**config.mk**
```make
export PLATFORM = sky130hd
export DESIGN_NAME = sorted_leaf_insert_find_top
export DESIGN_NICKNAME = d
export VERILOG_FILES = /design/src/rtl/slif_pkg.sv /design/src/rtl/sorted_leaf_insert_find_top.sv
export SDC_FILE = /design/constraint.sdc
export NUM_CORES = 2
export LEC_CHECK = 0
export BUFFER_PORTS_ARGS = -buffer_cell sky130_fd_sc_hd__buf_4
export CAP_MARGIN = 5
export CELL_PAD_IN_SITES_DETAIL_PLACEMENT = 0
export CELL_PAD_IN_SITES_GLOBAL_PLACEMENT = 2
export CORE_ASPECT_RATIO = 1.4
export CORE_UTILIZATION = 50
export DETAILED_ROUTE_END_ITERATION = 8
export PLACE_DENSITY = 0.91
export REMOVE_ABC_BUFFERS = 1
export SLEW_MARGIN = 20
export SYNTH_ARGS = -nofsm -noshare
export SYNTH_HDL_FRONTEND = slang
export SYNTH_SLANG_ARGS = --single-unit
```
**constraint.sdc**
```tcl
create_clock -name clk_i -period 10.74 [get_ports clk_i]
set_input_delay 2.148 -clock clk_i [delete_from_list [all_inputs] [get_ports clk_i]]
set_output_delay 2.148 -clock clk_i [all_outputs]
set_load 0.01 [all_outputs]
```
**src/rtl/slif_pkg.sv**
```systemverilog
// Package for the sorted leaf insert/find block.
// Holds item and result struct types, the status codes and the action codes; no dependencies.
package slif_pkg;

  // Status codes of a result item
  localparam logic [2:0] StFound     = 3'd0;
  localparam logic [2:0] StNotFound  = 3'd1;
  localparam logic [2:0] StInserted  = 3'd2;
  localparam logic [2:0] StFull      = 3'd3;
  localparam logic [2:0] StDuplicate = 3'd4;

  // Action codes of an input item
  localparam logic ActFind   = 1'b0;
  localparam logic ActInsert = 1'b1;

  typedef struct packed {
    logic        action;
    logic [31:0] key;
    logic [63:0] value_in;
  } in_t;

  typedef struct packed {
    logic [2:0]  status;
    logic [4:0]  index;
    logic [63:0] value_out;
    logic [4:0]  count;
  } res_t;

endpackage

```
**src/rtl/sorted_leaf_insert_find_top.sv**
```systemverilog
// Sorted leaf node with binary search find and ordered insert.
// Depends on slif_pkg for the item/result types and status codes.
//
// Channel   Direction  Handshake                     Payload
// -------   ---------  ----------------------------  ----------------------
// item      in         start & !busy at rising edge  item_i   (slif_pkg::in_t)
// result    out        done_o high for one cycle     result_o (slif_pkg::res_t)
//
// Steps: one memory read port is shared by search and shift. Each binary
// search step is a read state and then a compare state. An insert then moves
// each shifted cell with a read of cell i-1 and a write of cell i, and ends
// with a last read and one write of the new cell. busy is high meanwhile.
// Reset empties the node at once; the cell memories need no clearing pass.
// The result strobe cannot be stalled; busy drops with the strobe.
module sorted_leaf_insert_find_top #(
  parameter int MAX_CELLS   = 16,
  parameter int VALUE_WIDTH = 64
) (
  input  logic             clk_i,
  input  logic             rst_ni,
  input  logic             start,
  output logic             busy,
  input  slif_pkg::in_t    item_i,
  output logic             done_o,
  output slif_pkg::res_t   result_o
);

  localparam int CW = $clog2(MAX_CELLS + 1);
  localparam int AW = (MAX_CELLS > 1) ? $clog2(MAX_CELLS) : 1;

  // Sequencer state codes
  localparam logic [2:0] SIdle   = 3'd0;
  localparam logic [2:0] SSrchRd = 3'd1;
  localparam logic [2:0] SSrchCm = 3'd2;
  localparam logic [2:0] SDecide = 3'd3;
  localparam logic [2:0] SShftRd = 3'd4;
  localparam logic [2:0] SShftWr = 3'd5;
  localparam logic [2:0] SInsWr  = 3'd6;

  logic [2:0]             state_q, state_d;
  logic [CW-1:0]          lo_q, lo_d, hi_q, hi_d, mid_q, mid_d;
  logic [CW-1:0]          pos_q, pos_d, idx_q, idx_d, cnt_q, cnt_d;
  logic                   hit_q, hit_d;
  logic                   done_q, done_d;
  slif_pkg::in_t          item_q;
  slif_pkg::res_t         res_q, res_d;
  logic [CW:0]            sum;
  logic [CW-1:0]          mid_c;

  // Cell memories, one write port and one read port; the read port is shared by search and shift
  logic [31:0]            key_mem [MAX_CELLS];
  logic [VALUE_WIDTH-1:0] val_mem [MAX_CELLS];
  logic [31:0]            key_rd_q;
  logic [VALUE_WIDTH-1:0] val_rd_q;
  logic [AW-1:0]          rd_addr, wr_addr;
  logic                   wr_en;
  logic [31:0]            wr_key;
  logic [VALUE_WIDTH-1:0] wr_val;
  logic                   accept;

  assign accept = start && (state_q == SIdle);
  assign busy   = (state_q != SIdle);
  assign done_o   = done_q;
  assign result_o = res_q;

  // Midpoint of the current search window
  assign sum   = {1'b0, lo_q} + {1'b0, hi_q};
  assign mid_c = sum[CW:1];

  // Memory ports
  always_ff @(posedge clk_i) begin
    if (wr_en) begin
      key_mem[wr_addr] <= wr_key;
      val_mem[wr_addr] <= wr_val;
    end
    key_rd_q <= key_mem[rd_addr];
    val_rd_q <= val_mem[rd_addr];
  end

  // Capture the item payload on accept; register the result
  always_ff @(posedge clk_i) begin
    if (accept) begin
      item_q <= item_i;
    end
    res_q <= res_d;
  end

  // Control registers
  always_ff @(posedge clk_i or negedge rst_ni) begin
    if (!rst_ni) begin
      state_q <= SIdle;
      lo_q    <= '0;
      hi_q    <= '0;
      mid_q   <= '0;
      pos_q   <= '0;
      idx_q   <= '0;
      cnt_q   <= '0;
      hit_q   <= 1'b0;
      done_q  <= 1'b0;
    end else begin
      state_q <= state_d;
      lo_q    <= lo_d;
      hi_q    <= hi_d;
      mid_q   <= mid_d;
      pos_q   <= pos_d;
      idx_q   <= idx_d;
      cnt_q   <= cnt_d;
      hit_q   <= hit_d;
      done_q  <= done_d;
    end
  end

  // Sequencer: search, decide, shift, write
  always_comb begin
    state_d = state_q;
    lo_d    = lo_q;
    hi_d    = hi_q;
    mid_d   = mid_q;
    pos_d   = pos_q;
    idx_d   = idx_q;
    cnt_d   = cnt_q;
    hit_d   = hit_q;
    done_d  = 1'b0;
    res_d   = res_q;
    rd_addr = mid_c[AW-1:0];
    wr_en   = 1'b0;
    wr_addr = idx_q[AW-1:0];
    wr_key  = key_rd_q;
    wr_val  = val_rd_q;

    case (state_q)
      SIdle: begin
        if (accept) begin
          lo_d    = '0;
          hi_d    = cnt_q;
          hit_d   = 1'b0;
          state_d = SSrchRd;
        end
      end
      // Issue the read of the midpoint cell, or close a miss
      SSrchRd: begin
        if (lo_q == hi_q) begin
          pos_d   = lo_q;
          state_d = SDecide;
        end else begin
          mid_d   = mid_c;
          state_d = SSrchCm;
        end
      end
      // Compare the key against the midpoint cell and narrow the window
      SSrchCm: begin
        if (item_q.key == key_rd_q) begin
          hit_d   = 1'b1;
          pos_d   = mid_q;
          state_d = SDecide;
        end else if (item_q.key < key_rd_q) begin
          hi_d    = mid_q;
          state_d = SSrchRd;
        end else begin
          lo_d    = mid_q + CW'(1);
          state_d = SSrchRd;
        end
      end
      SDecide: begin
        res_d.index     = 5'(pos_q);
        res_d.count     = 5'(cnt_q);
        res_d.value_out = '0;
        if (item_q.action == slif_pkg::ActFind) begin
          if (hit_q) begin
            res_d.status    = slif_pkg::StFound;
            res_d.value_out = 64'(val_rd_q);
          end else begin
            res_d.status = slif_pkg::StNotFound;
          end
          done_d  = 1'b1;
          state_d = SIdle;
        end else if (cnt_q >= CW'(MAX_CELLS)) begin
          res_d.status = slif_pkg::StFull;
          done_d       = 1'b1;
          state_d      = SIdle;
        end else if (hit_q) begin
          res_d.status = slif_pkg::StDuplicate;
          done_d       = 1'b1;
          state_d      = SIdle;
        end else begin
          idx_d   = cnt_q;
          state_d = SShftRd;
        end
      end
      // Read the cell below the hole, or stop at the insertion point
      SShftRd: begin
        rd_addr = AW'(idx_q - CW'(1));
        if (idx_q > pos_q) begin
          state_d = SShftWr;
        end else begin
          state_d = SInsWr;
        end
      end
      // Move the cell up by one and step down
      SShftWr: begin
        wr_en   = 1'b1;
        idx_d   = idx_q - CW'(1);
        state_d = SShftRd;
      end
      // Write the new cell and report
      SInsWr: begin
        wr_en           = 1'b1;
        wr_addr         = pos_q[AW-1:0];
        wr_key          = item_q.key;
        wr_val          = item_q.value_in[VALUE_WIDTH-1:0];
        cnt_d           = cnt_q + CW'(1);
        res_d.status    = slif_pkg::StInserted;
        res_d.index     = 5'(pos_q);
        res_d.value_out = '0;
        res_d.count     = 5'(cnt_q + CW'(1));
        done_d          = 1'b1;
        state_d         = SIdle;
      end
      default: begin
        state_d = SIdle;
      end
    endcase
  end

endmodule
```
==> flow_summary.ini <==
[logic_synthesis]
synth_edf_count = 1710
synth_cells = 3306
yosysWarnings = 0
netlist_top_cells_area = edfxtp_1 (73%), mux4_2 (12%), mux2i_1 (4.3%), dfxtp_1 (2.7%), nand2_1 (1.3%)
synth.most_common_cell = edfxtp_1
synth-seq-area-share = 0.767
yosysUniqueCellTypes = 52
async_reset_ff_frac = 0.0190
synthesis.area_mm2 = 0.0706
synthDominantCellAreaShare = 0.727
synth_commonest_cells = edfxtp_1 (1710), mux4_2 (366), mux2i_1 (300)
yosysTopAreaCell = edfxtp_1
ys_seq_elements = 1841
synth_flop_cell = edfxtp_1
syn_area_per_cell_um2 = 21.4

[clocking]
cts_tree = done
cts_hold_buf = 0
cts_max_path_buffers = 3
cts_setup_buffers = 0
numCtsBuffers = 167
root_buffer = clkbuf_16
post_cts_resize_count = 0
clock_latency_ns = 0.81
clk_pin_slew_ns = 0.06
clock-sinks = 1841
htreeDepth = 4

[timing]
fmax_mhz = 209
max-slew-margin-rel = 0.227
skew_ns = 0.0300
fin_hold_ws_ns = 0.524
report.final.slew_viol_count = 0
finalHoldViolCount = 0
setup-violations-final = 0
rsz0062_at_grt = false
fin_crit_sh = 0.445
finalSetupTns_ns = 0
worst_pin_slew_ns = 1.16
period_needed_ns = 4.78
fin_ws_ns = 5.96

[worst_setup_path]
cp.required_ns = 11.38
startpoint_type = register
cp_num_buf_inv = 3
max_stage_delay_ns = 0.95
reg2reg_depth = 8
cp_max_fo = 136
path_cells = or3b_1 > mux2i_4 > buf_12 > buf_4 > buf_4 > mux4_2 > mux2i_1 > mux2i_1
critPathCaptureType = register
arrival_ns = 5.42
crit_family = buffers and inverters
crit_cells = 8
r2r_slack_ns = 5.96
critPathSlowestCell = buf_4
crit_type = register to register

[final_layout]
area_growth_pct = 12.2
nNetsFinal = 3726
fin_area_mm2 = 0.0792
final_layout_size_suffix_gt1_frac = 0.248

[run]
cap_violations = 0

[drt]
ant_nets = 0
drt_iter0_drc = 3385
dr_total_vias = 32706
wl_um = 151000
drc = 0
drt_pass1_iterations = 5
via_per_inst = 5.92
wl_per_cell_um = 27.3

[place]
port_buffers = 178
gp_congestion = 0.757
dpl_cell_area_mm2 = 0.0738
dp_hpwl_um = 81200
place_ws_ns = 5.98

[hold_path]
hold-path-cell-count = 1
hold_path_class = register to register

[status]
status = finished clean

[power]
ir_drop_v = 0.000484
p_leak_nw = 25.7
power_density_mw_per_mm2 = 306

[floorplanning]
core-area_mm2 = 0.140
chipHeight_um = 447
io_pins = 179
dieWidth_um = 320
dieArea_mm2 = 0.143
initial_core_util = 0.506
num_rows = 162

[global_route]
grt_start_max_net_pins = 137
grt_pass1_vias = 33712
grt_pass1_wl_um = 222000
grt_usage = 0.213
overflow = 0
antenna_found_initial = 2
[worst register-to-register path, delay by kind of cell (launching register included)]
| family | cells | cell delay (ns) |
|---|---|---|
| buffers and inverters | 3 | 2.44 |
| DFF | 1 | 0.51 |
| muxes | 4 | 1.01 |
| and+or+nand+nor | 1 | 0.67 |
[area by class of cell]
cell class | count | area, um^2
clock buffers | 235 | 4770
multi-input cells | 1266 | 15200
repair buffers | 257 | 2000
flip-flops and latches | 1841 | 54100
diodes | 1 | 2.50
inverters | 46 | 175
well taps | 1804 | 2260
fillers | 9961 | 60400
clock inverters | 76 | 702
[cell usage in the layout (no fill, tap or decap), types with 4 or more instances in the layout]
| cell | count |
|---|---|
| dfxtp_1 | 96 |
| clkbuf_8 | 25 |
| and2_1 | 65 |
| clkinv_4 | 4 |
| nand2_1 | 251 |
| buf_4 | 251 |
| a21oi_1 | 30 |
| clkbuf_16 | 171 |
| nor2_1 | 20 |
| o21ai_1 | 5 |
| a22oi_1 | 5 |
| nor2b_1 | 4 |
| clkinv_2 | 35 |
| mux4_2 | 366 |
| mux2i_1 | 299 |
| clkinv_1 | 15 |
| o21ai_0 | 39 |
| edfxtp_1 | 1710 |
| nor3_1 | 9 |
| a31oi_1 | 5 |
| a21o_1 | 5 |
| ha_1 | 46 |
| nand3_1 | 8 |
| mux4_1 | 18 |
| buf_12 | 6 |
| nor2_4 | 17 |
| clkinvlp_4 | 4 |
| mux2_2 | 13 |
| xnor2_1 | 11 |
| bufinv_16 | 9 |
| dfrtp_1 | 35 |
| inv_1 | 45 |
| nand4_1 | 10 |
| clkbuf_1 | 39 |
[cells by family (layout without fill, tap and decap cells)]
| group | after synthesis | count (layout) | share of synthesized area |
|---|---|---|---|
| AOI/OAI and AO/OA | 109 | 109 | 0.00896 |
| xor gates and xnor gates | 14 | 14 | 0.00174 |
| DFF | 1841 | 1841 | 0.767 |
| buffers and inverters | 199 | 614 | 0.0211 |
| other | 0 | 1 | 0 |
| adders and majority gates | 47 | 47 | 0.00843 |
| and+or+nand+nor | 398 | 398 | 0.0250 |
| muxes | 698 | 698 | 0.168 |
[state kept, by name, summed over array words and instances, names as in the netlist, 32 cells and up]
register and flops:
val_mem 1024, key_mem 512, item_q 97, result_o 77, val_rd_q 64, key_rd_q 32
[worst paths after layout]
path,startpoint,end
min in group asynchronous,rst_ni,pos_q[0]
setup / recovery,state_q[1],key_rd_q[16]
max in group asynchronous,rst_ni,cnt_q[0]
setup reg to reg,state_q[1],key_rd_q[16]
hold reg to reg,hi_q[2],hi_q[2]
hold / removal,hi_q[2],hi_q[2]
[metal layers]
layer  GRT usage  up-vias  wire length [um]
met5           0        -                 0
met4      0.0711        0              4110
met3      0.0426      241             11200
met2       0.360     1302             76700
met1       0.278    17229             58900
li1            -    13934                 -
[power breakdown]
| group | internal [mW] | leakage (nW) | switching (mW) |
|---|---|---|---|
| combinational | 3.73 | 6.30 | 4.70 |
| clock | 3.33 | 2.70 | 2.59 |
| sequential | 9.58 | 16.7 | 0.335 |
[metrics by stage]
| step | power (mW) | std cells | util |
|---|---|---|---|
| 6_report | 24.3 | 5526 | 0.567 |
| 5_1_grt | 25.3 | 5526 | 0.567 |
| 4_1_cts | 24.5 | 5525 | 0.567 |
| 3_5_place_dp | 18.6 | 5214 | 0.528 |
| 3_3_place_gp | 18.4 | 5214 | 0.528 |
| 2_1_floorplan | 16.9 | 3153 | - |
Note: power is estimated with default switching activity, not from simulation.
